### src/rtl/assert_macros.svh
// ----------------------------------------------------------------------------
// assert_macros.svh
// Assertion macros shared by the deframer RTL; sampled on clk, off in reset.
// ----------------------------------------------------------------------------
`ifndef ASSERT_MACROS_SVH
`define ASSERT_MACROS_SVH

// Condition holds at every edge out of reset.
`define RED_ASSERT(lbl, cond, msg) \
  lbl: assert property (@(posedge clk) disable iff (!rst_n) (cond)) else $error(msg);

// Antecedent at one edge implies consequent at the next.
`define RED_ASSERT_NEXT(lbl, ante, cons, msg) \
  lbl: assert property (@(posedge clk) disable iff (!rst_n) (ante) |=> (cons)) else $error(msg);

`endif

### src/rtl/red_pkg.sv
// ----------------------------------------------------------------------------
// red_pkg
// Types and constants of the record envelope deframer.
// ----------------------------------------------------------------------------
package red_pkg;

  localparam int FRAME_OVERHEAD = 10;
  localparam int HDR_BYTES      = 4;
  localparam int Q_DEPTH        = 2;
  localparam int POS_W          = 17;
  localparam int LEN_W          = 16;
  localparam int OFF_W          = 5;
  localparam int CNT_W          = 12;

  localparam logic [POS_W-1:0] POS_MAX      = '1;
  localparam logic [7:0]       MAGIC_BYTE   = 8'h5A;
  localparam logic [7:0]       CLASS_MARKER = 8'h0B;
  localparam logic [7:0]       CODE_MARKER  = 8'h01;

  typedef enum logic {
    OP_RECORD = 1'b0,
    OP_STATUS = 1'b1
  } op_kind_t;

  typedef enum logic [1:0] {
    SLOT_NONE = 2'd0,
    SLOT_HDR  = 2'd1,
    SLOT_F0   = 2'd2,
    SLOT_F1   = 2'd3
  } slot_t;

  typedef enum logic [1:0] {
    ST_OK             = 2'd0,
    ST_BAD_FRAME      = 2'd1,
    ST_BAD_LENGTH     = 2'd2,
    ST_COUNT_MISMATCH = 2'd3
  } status_t;

  typedef struct packed {
    op_kind_t         kind;
    slot_t            slot;
    logic             last;
    logic [7:0]       data;
    status_t          status;
    logic [CNT_W-1:0] total;
  } red_op_t;

  typedef struct packed {
    logic             kind;
    logic [CNT_W-1:0] record_index;
    logic [15:0]      seq_number;
    logic [31:0]      device_time;
    logic [7:0]       class_code;
    logic [7:0]       event_code;
    logic [31:0]      first_argument;
    logic [31:0]      second_argument;
    logic             is_marker;
    logic [1:0]       status;
    logic [CNT_W-1:0] total_records;
  } red_result_t;

endpackage

### src/rtl/red_if.sv
// ----------------------------------------------------------------------------
// red_if
// Valid/ready channels of the deframer: byte input and result output.
// ----------------------------------------------------------------------------
interface red_in_if;
  logic       valid;
  logic       ready;
  logic [7:0] data_byte;
  logic       final_byte;

  modport source (output valid, data_byte, final_byte, input ready);
  modport sink   (input valid, data_byte, final_byte, output ready);
endinterface

interface red_out_if;
  logic        valid;
  logic        ready;
  logic        kind;
  logic [11:0] record_index;
  logic [15:0] seq_number;
  logic [31:0] device_time;
  logic [7:0]  class_code;
  logic [7:0]  event_code;
  logic [31:0] first_argument;
  logic [31:0] second_argument;
  logic        is_marker;
  logic [1:0]  status;
  logic [11:0] total_records;

  modport source (output valid, kind, record_index, seq_number, device_time, class_code,
                  event_code, first_argument, second_argument, is_marker, status,
                  total_records, input ready);
  modport sink   (input valid, kind, record_index, seq_number, device_time, class_code,
                  event_code, first_argument, second_argument, is_marker, status,
                  total_records, output ready);
endinterface

### src/rtl/red_front.sv
// ----------------------------------------------------------------------------
// red_front
// Byte intake: position tracking, header parse, record slotting and the
// envelope status check on the final byte.
// ----------------------------------------------------------------------------
`include "assert_macros.svh"

module red_front #(
  parameter int RECORD_BYTES = 20
) (
  input  logic             clk,
  input  logic             rst_n,
  red_in_if.sink           in_ch,
  input  logic             q_ready,
  output logic             push,
  output red_pkg::red_op_t push_op
);
  import red_pkg::*;

  localparam int DIV_SHIFT = LEN_W + $clog2(RECORD_BYTES);
  localparam int DIV_MULT  = (2**DIV_SHIFT + RECORD_BYTES - 1) / RECORD_BYTES;
  localparam int MUL_W     = LEN_W + 18;
  localparam logic [OFF_W-1:0] OFF_LAST = OFF_W'(RECORD_BYTES - 1);

  logic [POS_W-1:0] pos_r, pos_nxt;
  logic [LEN_W-1:0] len_r, len_nxt;
  logic             magic_r, magic_nxt;
  logic [OFF_W-1:0] off_r, off_nxt;
  logic [47:0]      recent_r, recent_nxt;
  logic [CNT_W-1:0] count_r, count_nxt;
  logic [POS_W-1:0] prod_r, prod_nxt;

  logic             acc;
  logic [47:0]      recent_shift;
  logic [POS_W-1:0] pos_inc;
  logic [POS_W-1:0] region_end;
  logic [MUL_W-1:0] div_prod;
  logic             head_ok;
  logic             tail_ok;
  status_t          st;

  assign acc          = in_ch.valid && q_ready;
  assign in_ch.ready  = q_ready;
  assign recent_shift = {recent_r[39:0], in_ch.data_byte};
  assign pos_inc      = (pos_r == POS_MAX) ? pos_r : pos_r + POS_W'(1);
  assign region_end   = POS_W'(HDR_BYTES) + {1'b0, len_r};

  // count = len / RECORD_BYTES by reciprocal, then count * RECORD_BYTES
  assign div_prod  = {{(MUL_W-LEN_W){1'b0}}, len_r} * MUL_W'(DIV_MULT);
  assign count_nxt = div_prod[DIV_SHIFT +: CNT_W];
  assign prod_nxt  = {{(POS_W-CNT_W){1'b0}}, count_r} * POS_W'(RECORD_BYTES);

  always_comb begin
    if (pos_r == POS_W'(0)) begin
      head_ok = 1'b0;
    end else if (pos_r == POS_W'(1)) begin
      head_ok = magic_r && (in_ch.data_byte == MAGIC_BYTE);
    end else begin
      head_ok = magic_r;
    end
    tail_ok = (recent_shift[15:0] == {MAGIC_BYTE, MAGIC_BYTE});
    if (pos_inc < POS_W'(FRAME_OVERHEAD) || !head_ok || !tail_ok) begin
      st = ST_BAD_FRAME;
    end else if (prod_r != {1'b0, len_r} ||
                 pos_inc != {1'b0, len_r} + POS_W'(FRAME_OVERHEAD)) begin
      st = ST_BAD_LENGTH;
    end else if (recent_shift[47:16] != {{(32-CNT_W){1'b0}}, count_r}) begin
      st = ST_COUNT_MISMATCH;
    end else begin
      st = ST_OK;
    end
  end

  always_comb begin
    pos_nxt    = pos_r;
    len_nxt    = len_r;
    magic_nxt  = magic_r;
    off_nxt    = off_r;
    recent_nxt = recent_r;
    push       = 1'b0;
    push_op.kind   = OP_RECORD;
    push_op.slot   = SLOT_NONE;
    push_op.last   = 1'b0;
    push_op.data   = in_ch.data_byte;
    push_op.status = st;
    push_op.total  = (st == ST_OK) ? count_r : '0;
    if (acc) begin
      if (in_ch.final_byte) begin
        push         = 1'b1;
        push_op.kind = OP_STATUS;
        pos_nxt      = '0;
        len_nxt      = '0;
        magic_nxt    = 1'b0;
        off_nxt      = '0;
        recent_nxt   = '0;
      end else begin
        pos_nxt    = pos_inc;
        recent_nxt = recent_shift;
        if (pos_r == POS_W'(0)) begin
          magic_nxt = (in_ch.data_byte == MAGIC_BYTE);
        end else if (pos_r == POS_W'(1)) begin
          magic_nxt = magic_r && (in_ch.data_byte == MAGIC_BYTE);
        end else if (pos_r == POS_W'(2)) begin
          len_nxt = {in_ch.data_byte, 8'h00};
        end else if (pos_r == POS_W'(3)) begin
          len_nxt = {len_r[15:8], in_ch.data_byte};
        end else if (pos_r < region_end) begin
          push = 1'b1;
          if (off_r < OFF_W'(8)) begin
            push_op.slot = SLOT_HDR;
          end else if (off_r < OFF_W'(16)) begin
            push_op.slot = SLOT_F0;
          end else if (off_r < OFF_W'(20)) begin
            push_op.slot = SLOT_F1;
          end
          if (off_r == OFF_LAST) begin
            push_op.last = 1'b1;
            off_nxt      = '0;
          end else begin
            off_nxt = off_r + OFF_W'(1);
          end
        end
      end
    end
  end

  always_ff @(posedge clk) begin
    if (!rst_n) begin
      pos_r    <= '0;
      len_r    <= '0;
      magic_r  <= 1'b0;
      off_r    <= '0;
      recent_r <= '0;
    end else begin
      pos_r    <= pos_nxt;
      len_r    <= len_nxt;
      magic_r  <= magic_nxt;
      off_r    <= off_nxt;
      recent_r <= recent_nxt;
    end
  end

  always_ff @(posedge clk) begin
    count_r <= count_nxt;
    prod_r  <= prod_nxt;
  end

  `RED_ASSERT_NEXT(a_final_clears, acc && in_ch.final_byte, pos_r == '0 && off_r == '0, "final byte did not clear position")
  `RED_ASSERT(a_off_range, off_r <= OFF_LAST, "record offset past record size")
  `RED_ASSERT(a_push_needs_room, !push || q_ready, "push into full queue")

endmodule

### src/rtl/red_queue.sv
// ----------------------------------------------------------------------------
// red_queue
// Two-entry queue of classified byte operations between front and back.
// ----------------------------------------------------------------------------
`include "assert_macros.svh"

module red_queue (
  input  logic             clk,
  input  logic             rst_n,
  input  logic             push,
  input  red_pkg::red_op_t push_op,
  output logic             q_ready,
  output logic             q_valid,
  input  logic             pop,
  output red_pkg::red_op_t pop_op
);
  import red_pkg::*;

  localparam int PTR_W = $clog2(Q_DEPTH);
  localparam int CNT_QW = $clog2(Q_DEPTH + 1);

  red_op_t            mem_r [Q_DEPTH];
  logic [PTR_W-1:0]   wr_ptr_r, wr_ptr_nxt;
  logic [PTR_W-1:0]   rd_ptr_r, rd_ptr_nxt;
  logic [CNT_QW-1:0]  cnt_r, cnt_nxt;

  assign q_ready = (cnt_r != CNT_QW'(Q_DEPTH));
  assign q_valid = (cnt_r != '0);
  assign pop_op  = mem_r[rd_ptr_r];

  always_comb begin
    wr_ptr_nxt = wr_ptr_r;
    rd_ptr_nxt = rd_ptr_r;
    cnt_nxt    = cnt_r;
    if (push) begin
      wr_ptr_nxt = (wr_ptr_r == PTR_W'(Q_DEPTH - 1)) ? '0 : wr_ptr_r + PTR_W'(1);
    end
    if (pop) begin
      rd_ptr_nxt = (rd_ptr_r == PTR_W'(Q_DEPTH - 1)) ? '0 : rd_ptr_r + PTR_W'(1);
    end
    if (push && !pop) begin
      cnt_nxt = cnt_r + CNT_QW'(1);
    end else if (pop && !push) begin
      cnt_nxt = cnt_r - CNT_QW'(1);
    end
  end

  always_ff @(posedge clk) begin
    if (!rst_n) begin
      wr_ptr_r <= '0;
      rd_ptr_r <= '0;
      cnt_r    <= '0;
    end else begin
      wr_ptr_r <= wr_ptr_nxt;
      rd_ptr_r <= rd_ptr_nxt;
      cnt_r    <= cnt_nxt;
    end
  end

  always_ff @(posedge clk) begin
    if (push) begin
      mem_r[wr_ptr_r] <= push_op;
    end
  end

  `RED_ASSERT(a_no_underflow, !pop || q_valid, "pop from empty queue")
  `RED_ASSERT(a_cnt_range, cnt_r <= CNT_QW'(Q_DEPTH), "queue count out of range")
  `RED_ASSERT_NEXT(a_push_pop_hold, push && pop, cnt_r == $past(cnt_r), "count moved on push and pop")

endmodule

### src/rtl/red_back.sv
// ----------------------------------------------------------------------------
// red_back
// Record assembly, record decode and the output register.
// ----------------------------------------------------------------------------
`include "assert_macros.svh"

module red_back (
  input  logic             clk,
  input  logic             rst_n,
  input  logic             q_valid,
  input  red_pkg::red_op_t pop_op,
  output logic             pop,
  red_out_if.source        out_ch
);
  import red_pkg::*;

  logic [63:0]      hdr_r, hdr_nxt;
  logic [63:0]      f0_r, f0_nxt;
  logic [31:0]      f1_r, f1_nxt;
  logic [CNT_W-1:0] rec_done_r, rec_done_nxt;
  logic             out_valid_r, out_valid_nxt;
  red_result_t      res_r, res_nxt;
  logic             pop_status;
  logic             pop_last;

  assign pop        = q_valid && (!out_valid_r || out_ch.ready);
  assign pop_status = pop && (pop_op.kind == OP_STATUS);
  assign pop_last   = pop && (pop_op.kind == OP_RECORD) && pop_op.last;

  always_comb begin
    hdr_nxt       = hdr_r;
    f0_nxt        = f0_r;
    f1_nxt        = f1_r;
    rec_done_nxt  = rec_done_r;
    out_valid_nxt = out_valid_r && !out_ch.ready;
    res_nxt       = res_r;
    if (pop) begin
      if (pop_op.kind == OP_STATUS) begin
        rec_done_nxt          = '0;
        out_valid_nxt         = 1'b1;
        res_nxt               = '0;
        res_nxt.kind          = OP_STATUS;
        res_nxt.status        = pop_op.status;
        res_nxt.total_records = pop_op.total;
      end else begin
        unique case (pop_op.slot)
          SLOT_HDR:  hdr_nxt = {hdr_r[55:0], pop_op.data};
          SLOT_F0:   f0_nxt  = {f0_r[55:0], pop_op.data};
          SLOT_F1:   f1_nxt  = {f1_r[23:0], pop_op.data};
          SLOT_NONE: ;
          default:   ;
        endcase
        if (pop_op.last) begin
          out_valid_nxt           = 1'b1;
          rec_done_nxt            = rec_done_r + CNT_W'(1);
          res_nxt                 = '0;
          res_nxt.kind            = OP_RECORD;
          res_nxt.record_index    = rec_done_r;
          res_nxt.seq_number      = hdr_nxt[63:48];
          res_nxt.device_time     = hdr_nxt[31:0];
          res_nxt.class_code      = f0_nxt[63:56];
          res_nxt.event_code      = f0_nxt[39:32];
          res_nxt.first_argument  = f0_nxt[31:0];
          res_nxt.second_argument = f1_nxt;
          res_nxt.is_marker       = (f0_nxt[63:56] == CLASS_MARKER) &&
                                    (f0_nxt[39:32] == CODE_MARKER) &&
                                    (f0_nxt[31:0] == 32'd0);
        end
      end
    end
  end

  always_ff @(posedge clk) begin
    if (!rst_n) begin
      rec_done_r  <= '0;
      out_valid_r <= 1'b0;
    end else begin
      rec_done_r  <= rec_done_nxt;
      out_valid_r <= out_valid_nxt;
    end
  end

  always_ff @(posedge clk) begin
    hdr_r <= hdr_nxt;
    f0_r  <= f0_nxt;
    f1_r  <= f1_nxt;
    res_r <= res_nxt;
  end

  assign out_ch.valid           = out_valid_r;
  assign out_ch.kind            = res_r.kind;
  assign out_ch.record_index    = res_r.record_index;
  assign out_ch.seq_number      = res_r.seq_number;
  assign out_ch.device_time     = res_r.device_time;
  assign out_ch.class_code      = res_r.class_code;
  assign out_ch.event_code      = res_r.event_code;
  assign out_ch.first_argument  = res_r.first_argument;
  assign out_ch.second_argument = res_r.second_argument;
  assign out_ch.is_marker       = res_r.is_marker;
  assign out_ch.status          = res_r.status;
  assign out_ch.total_records   = res_r.total_records;

  `RED_ASSERT_NEXT(a_status_clears, pop_status, rec_done_r == '0 && out_valid_r, "count not cleared")
  `RED_ASSERT_NEXT(a_rec_count, pop_last, rec_done_r == $past(rec_done_r) + CNT_W'(1), "no advance")
  `RED_ASSERT(a_no_overwrite, !pop || !out_valid_r || out_ch.ready, "pending result overwritten")

endmodule

### src/rtl/record_envelope_deframer.sv
// ----------------------------------------------------------------------------
// record_envelope_deframer
// Byte-serial envelope deframer: emits one decoded item per completed record
// and one status item on the final byte of each envelope.
// ----------------------------------------------------------------------------
//  channel   dir  handshake        payload
//  in_ch     in   valid / ready    data_byte, final_byte
//  out_ch    out  valid / ready    kind, record fields, status, total_records
//
//  One byte per cycle sustained unless out_ch stalls.
//  The front classifies each byte, a two-entry queue decouples it from the
//  back, which assembles records into a registered output item.
//  in_ch.ready drops only while the queue is full (output stalled).
//  rst_n is synchronous and active low; the block is ready in the first
//  cycle after it.
// ----------------------------------------------------------------------------
module record_envelope_deframer #(
  parameter int RECORD_BYTES = 20
) (
  input  logic      clk,
  input  logic      rst_n,
  red_in_if.sink    in_ch,
  red_out_if.source out_ch
);
  import red_pkg::*;

  logic    push;
  red_op_t push_op;
  logic    q_ready;
  logic    q_valid;
  logic    pop;
  red_op_t pop_op;

  red_front #(
    .RECORD_BYTES(RECORD_BYTES)
  ) u_front (
    .clk     (clk),
    .rst_n   (rst_n),
    .in_ch   (in_ch),
    .q_ready (q_ready),
    .push    (push),
    .push_op (push_op)
  );

  red_queue u_queue (
    .clk     (clk),
    .rst_n   (rst_n),
    .push    (push),
    .push_op (push_op),
    .q_ready (q_ready),
    .q_valid (q_valid),
    .pop     (pop),
    .pop_op  (pop_op)
  );

  red_back u_back (
    .clk     (clk),
    .rst_n   (rst_n),
    .q_valid (q_valid),
    .pop_op  (pop_op),
    .pop     (pop),
    .out_ch  (out_ch)
  );

endmodule
### src/flat_wrapper.sv
// flat-port wrapper written by rule: the top's interface ports become plain ports
module record_envelope_deframer_flat import red_pkg::*;
#(
  parameter int RECORD_BYTES = 20
)
  (clk, rst_n, in_ch_valid, in_ch_data_byte, in_ch_final_byte, in_ch_ready, out_ch_valid, out_ch_kind, out_ch_record_index, out_ch_seq_number, out_ch_device_time, out_ch_class_code, out_ch_event_code, out_ch_first_argument, out_ch_second_argument, out_ch_is_marker, out_ch_status, out_ch_total_records, out_ch_ready);
  red_in_if in_ch_i ();
  red_out_if out_ch_i ();
  input  logic clk;
  input  logic rst_n;
  input wire logic [$bits(in_ch_i.valid)-1:0] in_ch_valid;
  input wire logic [$bits(in_ch_i.data_byte)-1:0] in_ch_data_byte;
  input wire logic [$bits(in_ch_i.final_byte)-1:0] in_ch_final_byte;
  output wire logic [$bits(in_ch_i.ready)-1:0] in_ch_ready;
  output wire logic [$bits(out_ch_i.valid)-1:0] out_ch_valid;
  output wire logic [$bits(out_ch_i.kind)-1:0] out_ch_kind;
  output wire logic [$bits(out_ch_i.record_index)-1:0] out_ch_record_index;
  output wire logic [$bits(out_ch_i.seq_number)-1:0] out_ch_seq_number;
  output wire logic [$bits(out_ch_i.device_time)-1:0] out_ch_device_time;
  output wire logic [$bits(out_ch_i.class_code)-1:0] out_ch_class_code;
  output wire logic [$bits(out_ch_i.event_code)-1:0] out_ch_event_code;
  output wire logic [$bits(out_ch_i.first_argument)-1:0] out_ch_first_argument;
  output wire logic [$bits(out_ch_i.second_argument)-1:0] out_ch_second_argument;
  output wire logic [$bits(out_ch_i.is_marker)-1:0] out_ch_is_marker;
  output wire logic [$bits(out_ch_i.status)-1:0] out_ch_status;
  output wire logic [$bits(out_ch_i.total_records)-1:0] out_ch_total_records;
  input wire logic [$bits(out_ch_i.ready)-1:0] out_ch_ready;
  assign in_ch_i.valid = in_ch_valid;
  assign in_ch_i.data_byte = in_ch_data_byte;
  assign in_ch_i.final_byte = in_ch_final_byte;
  assign in_ch_ready = in_ch_i.ready;
  assign out_ch_valid = out_ch_i.valid;
  assign out_ch_kind = out_ch_i.kind;
  assign out_ch_record_index = out_ch_i.record_index;
  assign out_ch_seq_number = out_ch_i.seq_number;
  assign out_ch_device_time = out_ch_i.device_time;
  assign out_ch_class_code = out_ch_i.class_code;
  assign out_ch_event_code = out_ch_i.event_code;
  assign out_ch_first_argument = out_ch_i.first_argument;
  assign out_ch_second_argument = out_ch_i.second_argument;
  assign out_ch_is_marker = out_ch_i.is_marker;
  assign out_ch_status = out_ch_i.status;
  assign out_ch_total_records = out_ch_i.total_records;
  assign out_ch_i.ready = out_ch_ready;
  record_envelope_deframer #(.RECORD_BYTES(RECORD_BYTES)) u_core (.clk(clk), .rst_n(rst_n), .in_ch(in_ch_i), .out_ch(out_ch_i));
endmodule
### config.mk
export PLATFORM = sky130hd
export DESIGN_NAME = record_envelope_deframer_flat
export DESIGN_NICKNAME = d
export VERILOG_FILES = /design/src/rtl/red_pkg.sv /design/src/rtl/red_if.sv /design/src/rtl/red_front.sv /design/src/rtl/red_queue.sv /design/src/rtl/red_back.sv /design/src/rtl/record_envelope_deframer.sv /design/src/flat_wrapper.sv
export VERILOG_INCLUDE_DIRS = /design/src /design/src/rtl
export SDC_FILE = /design/constraint.sdc
export NUM_CORES = 1
export LEC_CHECK = 0
export BUFFER_PORTS_ARGS = -buffer_cell sky130_fd_sc_hd__buf_2
export CORE_UTILIZATION = 52
export DETAILED_ROUTE_END_ITERATION = 8
export PLACE_DENSITY_LB_ADDON = 0.3
export SKIP_CTS_REPAIR_TIMING = 1
export SYNTH_ARGS = -nofsm -noshare
export SYNTH_HDL_FRONTEND = slang
export SYNTH_SLANG_ARGS = --single-unit
### constraint.sdc
create_clock -name clk -period 14.6 [get_ports clk]
set_input_delay 1.46 -clock clk [delete_from_list [all_inputs] [get_ports clk]]
set_output_delay 1.46 -clock clk [all_outputs]
set_load 0.01 [all_outputs]
==> reports/qor.log, run 1 <==
INFO  cts            cts.reportedPaths.clkPinSlew=60ps
INFO  worst_setup_path worstPathArrival=6900ps
INFO  timing         whs=421ps
INFO  timing         period_share=0.437
INFO  detailed_routing wl=57900um
INFO  synth          yosys-top-cells-count=368 x sky130_fd_sc_hd__edfxtp_1, 229 x sky130_fd_sc_hd__inv_1, 177 x sky130_fd_sc_hd__ha_1
INFO  detailed_routing drt_iter0_markers=1327
INFO  timing         finalHoldViolations=0
INFO  min_path       worst_hold_path_class=flop to flop
INFO  cts            tritoncts.num_buffers=48
INFO  floorplan      core-area=49100um^2
INFO  synth          synth.yosys.warnings=0
INFO  detailed_routing met2WireLength=27600um
INFO  power_and_ir_drop power_leakage=11.9nW
INFO  global_route   grt.total_usage=0.228
INFO  timing         setup_viol=0
INFO  placement      portBuffers=170
INFO  global_route   grt.overflow.total=0
INFO  final_layout   areaGrowthSynthToFinish=12.4%
INFO  final_layout   proportion_of_layout_cells_with_a_drive_suffix_above_1=0.163
INFO  timing         worst_slew_pin_slew=1180ps
INFO  cts            clock_tree.buffer_depth=3
INFO  power_and_ir_drop power.total=0.00453W
INFO  placement      placement.setup.worst_slack=8230ps
INFO  detailed_routing wl_met3=3010um
INFO  synth          synth_enable_flop_cells=368
INFO  worst_setup_path cp-start-kind=flop
INFO  detailed_routing wl_met1=25500um
INFO  floorplan      die_height=225um
INFO  worst_setup_path critPathRequiredTime=15120ps
INFO  synth          synth_top_cells_by_area=sky130_fd_sc_hd__edfxtp_1 43%, sky130_fd_sc_hd__dfxtp_1 9.6%, sky130_fd_sc_hd__ha_1 8.6%
INFO  worst_setup_path path_class=flop to flop
INFO  run            cap_violations=0
INFO  global_route   grt_first_pass_wirelength=90100um
INFO  detailed_routing post_drt_via_cell_ratio=5.48
INFO  synth          postSynthCellCount=2162
INFO  cts            root_buffer=sky130_fd_sc_hd__clkbuf_16
INFO  status         status=finished clean
INFO  timing         layout_min_cycle_time=6380ps
INFO  timing         slew_viol_final=0
INFO  cts            tritoncts_clock_tree=done
INFO  detailed_routing via_count=16600
INFO  worst_setup_path cell_breakdown_of_the_critical_path=ha_1 -> inv_1 -> fa_1 -> inv_1 -> fa_1 -> fa_1 -> fa_1 -> inv_1 -> fa_1 -> inv_1 -> ha_1 -> and4_1 -> and3_1 -> a22o_1 -> a311o_1 -> a21oi_1 -> o21ai_0 -> o41ai_1 -> xnor2_1
INFO  synth          synth.net_count=2432
INFO  cts            clkSinkCount=492
INFO  synth          synth_most_common_cell=sky130_fd_sc_hd__edfxtp_1
INFO  timing         max_clock_freq=157MHz
INFO  synth          synth_largest_area_cell=sky130_fd_sc_hd__edfxtp_1
INFO  detailed_routing detail_routed_net_length_per_standard_cell=19.2um
INFO  synth          ys_seq_elements=492
INFO  timing         clock-skew-final=19.4ps
INFO  worst_setup_path crit_path_max_fanout=11
INFO  timing         setup_repair_after_global_routing_missed_its_margin=false
INFO  timing         slew_headroom=0.210
INFO  worst_setup_path end_kind=flop
INFO  synth          combined_area_of_all_synthesized_cells=25900um^2
INFO  detailed_routing routed.top_layer=met5
INFO  cts            clk-insertion-delay-late=590ps
INFO  detailed_routing drc=0
INFO  floorplan      die-width=225um
INFO  synth          postSynth.asyncResetShare=0
INFO  worst_setup_path crit_path_top_delay_cell=sky130_fd_sc_hd__dfxtp_1
INFO  global_route   grt_pass1_vias=16400
INFO  global_route   grt_antenna_before_repair=4
INFO  placement      placedInstanceArea=27400um^2
INFO  synth          yosysUniqueCellTypes=73
INFO  power_and_ir_drop power_density=156nW/um^2
INFO  synth          synth.avg_cell_area=12.0um^2
INFO  final_layout   area_of_all_placed_cells_without_fillers=29100um^2
INFO  power_and_ir_drop vdd_drop_max=0.118mV
INFO  placement      place_congestion=0.921
INFO  floorplan      full_die_area=50700um^2
INFO  floorplan      boundaryPins=171
INFO  synth          synth-seq-area-share=0.522
INFO  timing         final.setup.worst_slack=8220ps
INFO  worst_setup_path slowest_delay=630ps
INFO  floorplan      row_count=81
INFO  detailed_routing final_antenna_net_count=0
INFO  final_layout   nNetsFinal=2584
INFO  min_path       hold_depth=0
INFO  floorplan      initial_cell_density_of_the_core=0.528
INFO  timing         setup-tns-final=0ps
INFO  synth          synth.top_cell.area_share=0.427
INFO  worst_setup_path worst-r2r-cell-count=19
INFO  global_route   grt_max_degree=84
INFO  placement      dp.final_hpwl=42100um
INFO  detailed_routing first_pass_iters=5
INFO  final_layout   layout.filler_cells=3927
INFO  cts            htree_num_levels=2
INFO  worst_setup_path critical-path-top-cell-by-count=sky130_fd_sc_hd__fa_1
INFO  synth          ys.flop_type=sky130_fd_sc_hd__edfxtp_1
cells by family after synthesis:
family / count (synthesis) / synth area share
multiplexers: 155 / 0.0644
flip-flops: 492 / 0.522
AO/OA/AOI/OAI: 263 / 0.0621
AND/OR/NAND/NOR: 582 / 0.123
adder cells (fa/ha/maj): 257 / 0.147
XOR/XNOR: 99 / 0.0340
buffers and inverters: 314 / 0.0467
critical path: cells and delay by family, from the launching register on:
family	cells	cell delay (ps)
AO/OA/AOI/OAI	5	1450
flip-flops	1	630
adder cells (fa/ha/maj)	7	3360
buffers and inverters	4	270
AND/OR/NAND/NOR	2	440
XOR/XNOR	1	160
metrics by stage:
step                 util  cells
floorplan               -   2162
global placement    0.559   2928
detailed placement  0.559   2928
CTS                 0.593   3017
global route        0.593   3017
finish              0.593   3019
flip-flops by register name (all words and copies together), names as in the netlist, 2 cells and up, named ones only:
| register | count |
|---|---|
| u_core.u_front.count_r | 12 |
| u_core.u_front.len_r | 16 |
| u_core.u_queue.mem_r | 52 |
| u_core.u_back.f1_r | 32 |
| u_core.u_queue.cnt_r | 2 |
| u_core.u_back.out_ch.record_index | 12 |
| u_core.u_back.rec_done_r | 12 |
| u_core.u_back.out_ch.class_code | 8 |
| u_core.u_front.prod_r | 15 |
| u_core.u_back.out_ch.seq_number | 16 |
| u_core.u_front.off_r | 5 |
| u_core.u_front.recent_r | 40 |
| u_core.u_back.out_ch.first_argument | 32 |
| u_core.u_back.out_ch.total_records | 12 |
| u_core.u_back.hdr_r | 64 |
| u_core.u_front.pos_r | 17 |
| u_core.u_back.f0_r | 64 |
| u_core.u_back.out_ch.event_code | 8 |
| u_core.u_back.out_ch.second_argument | 32 |
| u_core.u_back.out_ch.status | 2 |
| u_core.u_back.out_ch.device_time | 32 |
final timing paths:
| kind | to | start | slack [ps] |
|---|---|---|---|
| max | u_core.u_front.count_r[11]$_DFF_P_ | u_core.u_front.len_r[2]$_SDFFE_PN0P_ | 8220 |
| max reg2reg | u_core.u_front.count_r[11]$_DFF_P_ | u_core.u_front.len_r[2]$_SDFFE_PN0P_ | 8220 |
| min reg2reg | u_core.u_back.hdr_r[43]$_DFFE_PP_ | u_core.u_back.hdr_r[35]$_DFFE_PP_ | 420 |
| min | u_core.u_back.hdr_r[43]$_DFFE_PP_ | u_core.u_back.hdr_r[35]$_DFFE_PP_ | 420 |
layout by cell type (no fill, tap or decap), types with 60 or more instances in the layout:
| cell | count |
|---|---|
| sky130_fd_sc_hd__edfxtp_1 | 368 |
| sky130_fd_sc_hd__inv_1 | 228 |
| sky130_fd_sc_hd__ha_1 | 177 |
| sky130_fd_sc_hd__buf_2 | 170 |
| sky130_fd_sc_hd__and2_1 | 136 |
| sky130_fd_sc_hd__dfxtp_1 | 124 |
| sky130_fd_sc_hd__nor2_1 | 114 |
| sky130_fd_sc_hd__a21oi_1 | 113 |
| sky130_fd_sc_hd__nand2_1 | 107 |
| sky130_fd_sc_hd__mux2_2 | 94 |
| sky130_fd_sc_hd__fa_1 | 80 |
| sky130_fd_sc_hd__xnor2_1 | 72 |
| sky130_fd_sc_hd__mux2i_1 | 60 |
per-layer routing:
layer / global-route usage / vias to the layer above
met1: 0.310 / 8111
met3: 0.0390 / 126
met2: 0.373 / 422
met5: 0 / -
li1: - / 7889
met4: 0.0748 / 8
cell type report:
type	count	area, um^2	area share
Timing Repair Buffer	185	963	0.0331
Sequential cell	492	13500	0.465
Inverter	231	870	0.0299
Tap cell	664	831	0.0285
Clock buffer	56	1260	0.0434
Clock inverter	33	419	0.0144
Multi-Input combinational cell	1356	11200	0.386
Antenna cell	2	5.00	0.000172
where the power goes:
group	internal, W	leakage, nW	total, W	switching [W]
sequential	0.00200	4.45	0.00211	0.000117
clock	0.000783	0.833	0.00132	0.000536
combinational	0.000395	6.65	0.00110	0.000708
No activity file was read; power rests on OpenSTA's default activity.
==> inputs of run 2 (changes only) <==
- clock period: 14.6 -> 5.4 ns (I/O delays scaled with it)
==> run 2 against run 1 <==
Against the previous run: via count is 2.7% higher; worst setup slack got worse by 8100 ps; flip-flop and latch count unchanged; total power grew to 2.7 times the previous value; register-to-register slack worse by 8100 ps; count of clock-buffer cells in the layout fell by 3; routed wire length increased by 0.53%; combinational power rose to 2.8 times the previous value; critical path type unchanged; largest power group unchanged; highest routed layer unchanged.
==> reports/qor.log, run 2 (synthesized netlist as in run 1, its figures left out) <==
INFO  global_route   grt_antenna_before_repair=2 [was 4]
INFO  floorplan      die-width=225um [unchanged]
INFO  status         status=finished clean [unchanged]
INFO  cts            tritoncts.num_buffers=48 [unchanged]
INFO  global_route   grt.overflow.total=0 [unchanged]
INFO  cts            cts.reportedPaths.clkPinSlew=70ps [was 60 ps]
INFO  worst_setup_path cell_breakdown_of_the_critical_path=inv_6 -> ha_4 -> fa_1 -> inv_2 -> fa_1 -> fa_1 -> fa_1 -> inv_2 -> fa_1 -> inv_2 -> ha_4 -> and4_4 -> and3_4 -> a22o_1 -> a311o_1 -> a21oi_4 -> o21ai_2 -> o41ai_2 -> xnor2_1 [was ha_1 -> inv_1 -> fa_1 -> inv_1 -> fa_1 -> fa_1 -> fa_1 -> inv_1 -> fa_1 -> inv_1 -> ha_1 -> and4_1 -> and3_1 -> a22o_1 -> a311o_1 -> a21oi_1 -> o21ai_0 -> o41ai_1 -> xnor2_1]
INFO  timing         slew_headroom=0.351 [was 0.210]
INFO  placement      count_of_placed_standard_cells_including_taps=3006 [was 2928]
INFO  final_layout   layout_commonest_cell=sky130_fd_sc_hd__edfxtp_1 [unchanged]
INFO  worst_setup_path end_kind=flop [unchanged]
INFO  final_layout   final_cell_count_no_fill=3099 [was 3019]
INFO  placement      placement.setup.worst_slack=-340ps [was 8230 ps]
INFO  cts            root_buffer=sky130_fd_sc_hd__clkbuf_16 [unchanged]
INFO  timing         layout_min_cycle_time=5300ps [was 6380 ps]
INFO  floorplan      core-area=49100um^2 [unchanged]
INFO  worst_setup_path crit_path_max_fanout=4 [was 11]
INFO  power_and_ir_drop power_leakage=12.3nW [was 11.9 nW]
INFO  worst_setup_path slowest_delay=540ps [was 630 ps]
INFO  detailed_routing drc=0 [unchanged]
INFO  worst_setup_path critPathRequiredTime=5890ps [was 15120 ps]
INFO  global_route   grt_pass1_vias=16700 [was 16400]
INFO  timing         max_clock_freq=189MHz [was 157 MHz]
INFO  worst_setup_path crit_path_top_delay_cell=sky130_fd_sc_hd__fa_1 [was sky130_fd_sc_hd__dfxtp_1]
INFO  detailed_routing wl=58200um [was 57900 um]
INFO  worst_setup_path worstPathArrival=5780ps [was 6900 ps]
INFO  floorplan      initial_cell_density_of_the_core=0.528 [unchanged]
INFO  detailed_routing first_pass_iters=5 [unchanged]
INFO  placement      dp.final_hpwl=42300um [was 42100 um]
INFO  final_layout   nNetsFinal=2670 [was 2584]
INFO  worst_setup_path top_cell_family_by_delay_on_the_critical_path=adder cells [unchanged]
INFO  global_route   grt.total_usage=0.229 [was 0.228]
INFO  floorplan      boundaryPins=171 [unchanged]
INFO  worst_setup_path path_class=flop to flop [unchanged]
INFO  timing         final.setup.worst_slack=103ps [was 8220 ps]
INFO  placement      place_congestion=0.886 [was 0.921]
INFO  cts            clock_tree.buffer_depth=3 [unchanged]
INFO  detailed_routing via_count=17000 [was 16600]
INFO  final_layout   areaGrowthSynthToFinish=15.8% [was 12.4%]
INFO  timing         setup_viol=0 [unchanged]
INFO  timing         finalHoldViolations=0 [unchanged]
INFO  power_and_ir_drop power.total=0.0120W [was 0.00453 W]
INFO  power_and_ir_drop power_density=401nW/um^2 [was 156 nW/um^2]
INFO  worst_setup_path critical-path-top-cell-by-count=sky130_fd_sc_hd__fa_1 [unchanged]
INFO  final_layout   layout_common_cells=368 x sky130_fd_sc_hd__edfxtp_1, 219 x sky130_fd_sc_hd__inv_1, 170 x sky130_fd_sc_hd__buf_2 [was 368 x sky130_fd_sc_hd__edfxtp_1, 228 x sky130_fd_sc_hd__inv_1, 177 x sky130_fd_sc_hd__ha_1]
INFO  timing         worst_slew_pin_slew=973ps [was 1180 ps]
INFO  timing         clock-skew-final=15.2ps [was 19.4 ps]
INFO  placement      portBuffers=170 [unchanged]
INFO  final_layout   fin_util=0.612 [was 0.593]
INFO  power_and_ir_drop vdd_drop_max=0.507mV [was 0.118 mV]
INFO  final_layout   reg.largest.list=u_core.u_back.f0_r (64), u_core.u_back.hdr_r (64), u_core.u_queue.mem_r (52) [unchanged]
INFO  timing         setup_repair_after_global_routing_missed_its_margin=true [was false]
INFO  cts            clkSinkCount=492 [unchanged]
INFO  cts            clk-insertion-delay-late=560ps [was 590 ps]
INFO  final_layout   proportion_of_layout_cells_with_a_drive_suffix_above_1=0.212 [was 0.163]
INFO  detailed_routing final_antenna_net_count=0 [unchanged]
INFO  floorplan      die_height=225um [unchanged]
INFO  global_route   grt_first_pass_wirelength=90700um [was 90100 um]
INFO  floorplan      full_die_area=50700um^2 [unchanged]
INFO  min_path       worst_hold_path_class=input port to flop [was flop to flop]
INFO  timing         period_share=0.981 [was 0.437]
INFO  floorplan      row_count=81 [unchanged]
INFO  cts            htree_num_levels=2 [unchanged]
INFO  global_route   grt_max_degree=163 [was 84]
INFO  cts            tritoncts_clock_tree=done [unchanged]
INFO  run            cap_violations=0 [unchanged]
INFO  worst_setup_path cp_num_buf_inv=4 [unchanged]
INFO  detailed_routing detail_routed_net_length_per_standard_cell=18.8um [was 19.2 um]
INFO  detailed_routing post_drt_via_cell_ratio=5.48 [about the same]
INFO  timing         slew_viol_final=0 [unchanged]
INFO  detailed_routing drt_iter0_markers=1324 [was 1327]
INFO  worst_setup_path cp-start-kind=flop [unchanged]
run 2: cell types whose count changed in the layout (fill, tap and decap cells not counted), sizes merged:
cell / previous run / this run
clkinvlp: 1 / 2
bufinv: 9 / 5
buf: 185 / 271
clkbuf: 56 / 53
run 2: final timing paths:
check / start / endpoint / cells past startpoint / slack (ps)
worst max-delay path: u_core.u_front.len_r[3]$_SDFFE_PN0P_ / u_core.u_front.count_r[11]$_DFF_P_ / 19 / 100
worst min-delay path: in_ch_data_byte[1] / u_core.u_queue.mem_r[1][15]$_DFFE_PP_ / 1 / 200
worst max register to register: u_core.u_front.len_r[3]$_SDFFE_PN0P_ / u_core.u_front.count_r[11]$_DFF_P_ / 19 / 100
worst min register to register: u_core.u_back.hdr_r[39]$_DFFE_PP_ / u_core.u_back.hdr_r[47]$_DFFE_PP_ / 0 / 420
run 2: through the flow:
step / hold slack [ps] / instance area (um^2) / setup TNS [ps]
after floorplan: 376 / 26000 / 0
after global placement: 402 / 28100 / -638
after detailed placement: 405 / 28100 / -930
after CTS: 184 / 29600 / -1060
after global routing: 189 / 30000 / -153
final: 204 / 30000 / 0
run 2: cell type report:
| class | instances | area, um^2 |
|---|---|---|
| repair buffers | 271 | 1630 |
| fillers | 3930 | 19100 |
| multi-input cells | 1356 | 11600 |
| diodes | 2 | 5.00 |
| flip-flops and latches | 492 | 13600 |
| well taps | 664 | 831 |
| clock buffers | 53 | 1220 |
| inverters | 231 | 875 |
| clock inverters | 30 | 304 |
run 2: per-layer routing:
layer  part of all wire  global-route usage  wire length, um
met1               0.44               0.314            25300
met2               0.49               0.383            28600
met3              0.049              0.0272             2840
met4              0.024              0.0643             1400
met5            0.00038                   0               22
run 2: worst register-to-register path: stages, from the launching register on:
cell and delay (ps):
sky130_fd_sc_hd__dfxtp_4 400, sky130_fd_sc_hd__inv_6 50, sky130_fd_sc_hd__ha_4 240, sky130_fd_sc_hd__fa_1 520, sky130_fd_sc_hd__inv_2 50, sky130_fd_sc_hd__fa_1 540
sky130_fd_sc_hd__fa_1 450, sky130_fd_sc_hd__fa_1 510, sky130_fd_sc_hd__inv_2 40, sky130_fd_sc_hd__fa_1 490, sky130_fd_sc_hd__inv_2 50, sky130_fd_sc_hd__ha_4 210
sky130_fd_sc_hd__and4_4 180, sky130_fd_sc_hd__and3_4 140, sky130_fd_sc_hd__a22o_1 190, sky130_fd_sc_hd__a311o_1 400, sky130_fd_sc_hd__a21oi_4 210, sky130_fd_sc_hd__o21ai_2 110
sky130_fd_sc_hd__o41ai_2 280, sky130_fd_sc_hd__xnor2_1 150
run 2: report_power, final:
| part | internal (W) | switching [W] | total [W] | leakage (nW) |
|---|---|---|---|---|
| Combinational | 0.00112 | 0.00194 | 0.00305 | 7.07 |
| Clock | 0.00187 | 0.00141 | 0.00328 | 0.739 |
| Sequential | 0.00539 | 0.000305 | 0.00569 | 4.46 |
| Total | 0.00838 | 0.00365 | 0.0120 | 12.3 |
==> inputs of run 3 (changes only) <==
- PLACE_DENSITY: default -> 0.77
- PLACE_DENSITY_LB_ADDON: 0.3 -> default
==> run 3 against run 2 <==
Against the previous run: first-iteration DRC count down 3.4%; highest routed layer unchanged; non-clock buffer count shrank 6; sequential share of layout area increased by 0.20 points.
==> reports/qor.log, run 3 (synthesized netlist as in run 1, its figures left out) <==
INFO  min_path       worst_hold_path_class=input port to flop [unchanged]
INFO  power_and_ir_drop power_leakage=12.3nW [about the same]
INFO  timing         slew_headroom=0.380 [was 0.351]
INFO  worst_setup_path slowest_delay=550ps [was 540 ps]
INFO  final_layout   reg.largest.list=u_core.u_back.f0_r (64), u_core.u_back.hdr_r (64), u_core.u_queue.mem_r (52) [unchanged]
INFO  worst_setup_path critical-path-top-cell-by-count=sky130_fd_sc_hd__fa_1 [unchanged]
INFO  status         status=finished clean [unchanged]
INFO  global_route   grt_max_degree=80 [was 163]
INFO  floorplan      die_height=225um [unchanged]
INFO  cts            tritoncts.num_buffers=48 [unchanged]
INFO  final_layout   proportion_of_layout_cells_with_a_drive_suffix_above_1=0.210 [was 0.212]
INFO  floorplan      core-area=49100um^2 [unchanged]
INFO  worst_setup_path top_cell_family_by_delay_on_the_critical_path=adder cells [unchanged]
INFO  worst_setup_path cp_num_buf_inv=4 [unchanged]
INFO  detailed_routing first_pass_iters=6 [was 5]
INFO  worst_setup_path cp-start-kind=flop [unchanged]
INFO  placement      portBuffers=170 [unchanged]
INFO  timing         period_share=0.982 [was 0.981]
INFO  cts            htree_num_levels=2 [unchanged]
INFO  timing         setup_repair_after_global_routing_missed_its_margin=true [unchanged]
INFO  cts            clock_tree.buffer_depth=3 [unchanged]
INFO  final_layout   fin_util=0.609 [was 0.612]
INFO  final_layout   final_cell_count_no_fill=3100 [was 3099]
INFO  placement      count_of_placed_standard_cells_including_taps=3004 [was 3006]
INFO  cts            cts.reportedPaths.clkPinSlew=60ps [was 70 ps]
INFO  worst_setup_path crit_path_max_fanout=4 [unchanged]
INFO  global_route   grt_first_pass_wirelength=90800um [was 90700 um]
INFO  placement      dp.final_hpwl=43100um [was 42300 um]
INFO  global_route   grt.total_usage=0.232 [was 0.229]
INFO  global_route   grt.overflow.total=0 [unchanged]
INFO  detailed_routing post_drt_via_cell_ratio=5.48 [about the same]
INFO  timing         slew_viol_final=0 [unchanged]
INFO  placement      place_congestion=0.916 [was 0.886]
INFO  timing         worst_slew_pin_slew=929ps [was 973 ps]
INFO  power_and_ir_drop vdd_drop_max=0.279mV [was 0.507 mV]
INFO  timing         max_clock_freq=189MHz [about the same]
INFO  timing         clock-skew-final=13.7ps [was 15.2 ps]
INFO  worst_setup_path path_class=flop to flop [unchanged]
INFO  detailed_routing detail_routed_net_length_per_standard_cell=19.1um [was 18.8 um]
INFO  final_layout   nNetsFinal=2664 [was 2670]
INFO  cts            root_buffer=sky130_fd_sc_hd__clkbuf_16 [unchanged]
INFO  floorplan      boundaryPins=171 [unchanged]
INFO  worst_setup_path cell_breakdown_of_the_critical_path=ha_4 -> inv_4 -> fa_1 -> inv_2 -> fa_1 -> fa_2 -> fa_1 -> inv_2 -> fa_1 -> inv_2 -> ha_4 -> and4_4 -> and3_4 -> a22o_1 -> a311o_1 -> a21oi_4 -> o21ai_0 -> a21oi_1 -> xnor2_1 [was inv_6 -> ha_4 -> fa_1 -> inv_2 -> fa_1 -> fa_1 -> fa_1 -> inv_2 -> fa_1 -> inv_2 -> ha_4 -> and4_4 -> and3_4 -> a22o_1 -> a311o_1 -> a21oi_4 -> o21ai_2 -> o41ai_2 -> xnor2_1]
INFO  worst_setup_path reg2reg_slack=100ps [about the same]
INFO  timing         setup_viol=0 [unchanged]
INFO  timing         setup-tns-final=0ps [unchanged]
INFO  worst_setup_path worstPathArrival=5810ps [was 5780 ps]
INFO  final_layout   layout_common_cells=368 x sky130_fd_sc_hd__edfxtp_1, 221 x sky130_fd_sc_hd__inv_1, 170 x sky130_fd_sc_hd__buf_2 [was 368 x sky130_fd_sc_hd__edfxtp_1, 219 x sky130_fd_sc_hd__inv_1, 170 x sky130_fd_sc_hd__buf_2]
INFO  cts            clk-insertion-delay-late=580ps [was 560 ps]
INFO  worst_setup_path crit_path_top_delay_cell=sky130_fd_sc_hd__fa_1 [unchanged]
INFO  worst_setup_path critPathRequiredTime=5910ps [was 5890 ps]
INFO  run            cap_violations=0 [unchanged]
INFO  global_route   grt_antenna_before_repair=3 [was 2]
INFO  global_route   grt_pass1_vias=16700 [about the same]
INFO  detailed_routing drc=0 [unchanged]
INFO  cts            tritoncts_clock_tree=done [unchanged]
INFO  final_layout   areaGrowthSynthToFinish=15.3% [was 15.8%]
INFO  floorplan      die-width=225um [unchanged]
INFO  power_and_ir_drop power_density=403nW/um^2 [was 401 nW/um^2]
INFO  detailed_routing via_count=17000 [about the same]
INFO  worst_setup_path end_kind=flop [unchanged]
INFO  detailed_routing drt_iter0_markers=1279 [was 1324]
INFO  floorplan      full_die_area=50700um^2 [unchanged]
INFO  floorplan      initial_cell_density_of_the_core=0.528 [unchanged]
INFO  detailed_routing wl=59100um [was 58200 um]
INFO  timing         layout_min_cycle_time=5300ps [about the same]
INFO  cts            clkSinkCount=492 [unchanged]
INFO  floorplan      row_count=81 [unchanged]
INFO  timing         finalHoldViolations=0 [unchanged]
INFO  final_layout   layout_commonest_cell=sky130_fd_sc_hd__edfxtp_1 [unchanged]
INFO  detailed_routing final_antenna_net_count=0 [unchanged]
==> run 3: cell count changes in the layout (fill, tap and decap cells not counted), moves of 4 or more <==
cell | previous run | this run
sky130_fd_sc_hd__clkinv_2 | 4 | 15
sky130_fd_sc_hd__ha_4 | 22 | 13
sky130_fd_sc_hd__buf_4 | 99 | 92
sky130_fd_sc_hd__clkinv_1 | 13 | 7
sky130_fd_sc_hd__ha_1 | 155 | 160
sky130_fd_sc_hd__ha_2 | 0 | 4
==> run 3: worst reg2reg max path, cell delays in order (launching register included) <==
cell and delay [ps]:
sky130_fd_sc_hd__dfxtp_4 370, sky130_fd_sc_hd__ha_4 280, sky130_fd_sc_hd__inv_4 40, sky130_fd_sc_hd__fa_1 540
sky130_fd_sc_hd__inv_2 40, sky130_fd_sc_hd__fa_1 550, sky130_fd_sc_hd__fa_2 450, sky130_fd_sc_hd__fa_1 530
sky130_fd_sc_hd__inv_2 40, sky130_fd_sc_hd__fa_1 500, sky130_fd_sc_hd__inv_2 50, sky130_fd_sc_hd__ha_4 220
sky130_fd_sc_hd__and4_4 180, sky130_fd_sc_hd__and3_4 150, sky130_fd_sc_hd__a22o_1 190, sky130_fd_sc_hd__a311o_1 400
sky130_fd_sc_hd__a21oi_4 220, sky130_fd_sc_hd__o21ai_0 160, sky130_fd_sc_hd__a21oi_1 210, sky130_fd_sc_hd__xnor2_1 130
==> run 3: worst paths after layout <==
path | start | endpoint | cells after the start
worst min-delay path | in_ch_data_byte[6] | u_core.u_queue.mem_r[0][20]$_DFFE_PP_ | 1
worst min register to register | u_core.u_back.hdr_r[36]$_DFFE_PP_ | u_core.u_back.hdr_r[44]$_DFFE_PP_ | 0
worst max-delay path | u_core.u_front.len_r[6]$_SDFFE_PN0P_ | u_core.u_front.count_r[10]$_DFF_P_ | 19
worst max register to register | u_core.u_front.len_r[6]$_SDFFE_PN0P_ | u_core.u_front.count_r[10]$_DFF_P_ | 19
==> run 3: cell type report <==
cell class	count	area [um^2]
fillers	3895	19200
flip-flops and latches	492	13600
multi-input cells	1356	11500
repair buffers	265	1580
clock buffers	57	1240
inverters	231	872
well taps	664	831
clock inverters	32	284
diodes	3	7.51
==> run 3: metal layers <==
layer  up-vias  wire length (um)  GRT usage
li1       8068                 -          -
met1      8358             25300      0.307
met2       449             29100      0.395
met3        99              3170     0.0348
met4         2              1460     0.0639
met5         -                14          0
==> run 3: per-stage QoR <==
step | power [W] | hold WS, ps | setup slack, ps | cell area, um^2
after floorplan | 0.00776 | 376 | 10.5 | 26000
after detailed placement | 0.00885 | 405 | -295 | 28100
after global placement | 0.00873 | 402 | -258 | 28100
after CTS | 0.0121 | 160 | -340 | 29600
final | 0.0120 | 186 | 97.3 | 29900
after global routing | 0.0126 | 173 | -106 | 29800
==> run 3: where the power goes <==
| part | total [W] | internal (W) | switching (W) |
|---|---|---|---|
| Clock | 0.00326 | 0.00185 | 0.00141 |
| Combinational | 0.00307 | 0.00111 | 0.00196 |
| Sequential | 0.00570 | 0.00539 | 0.000315 |
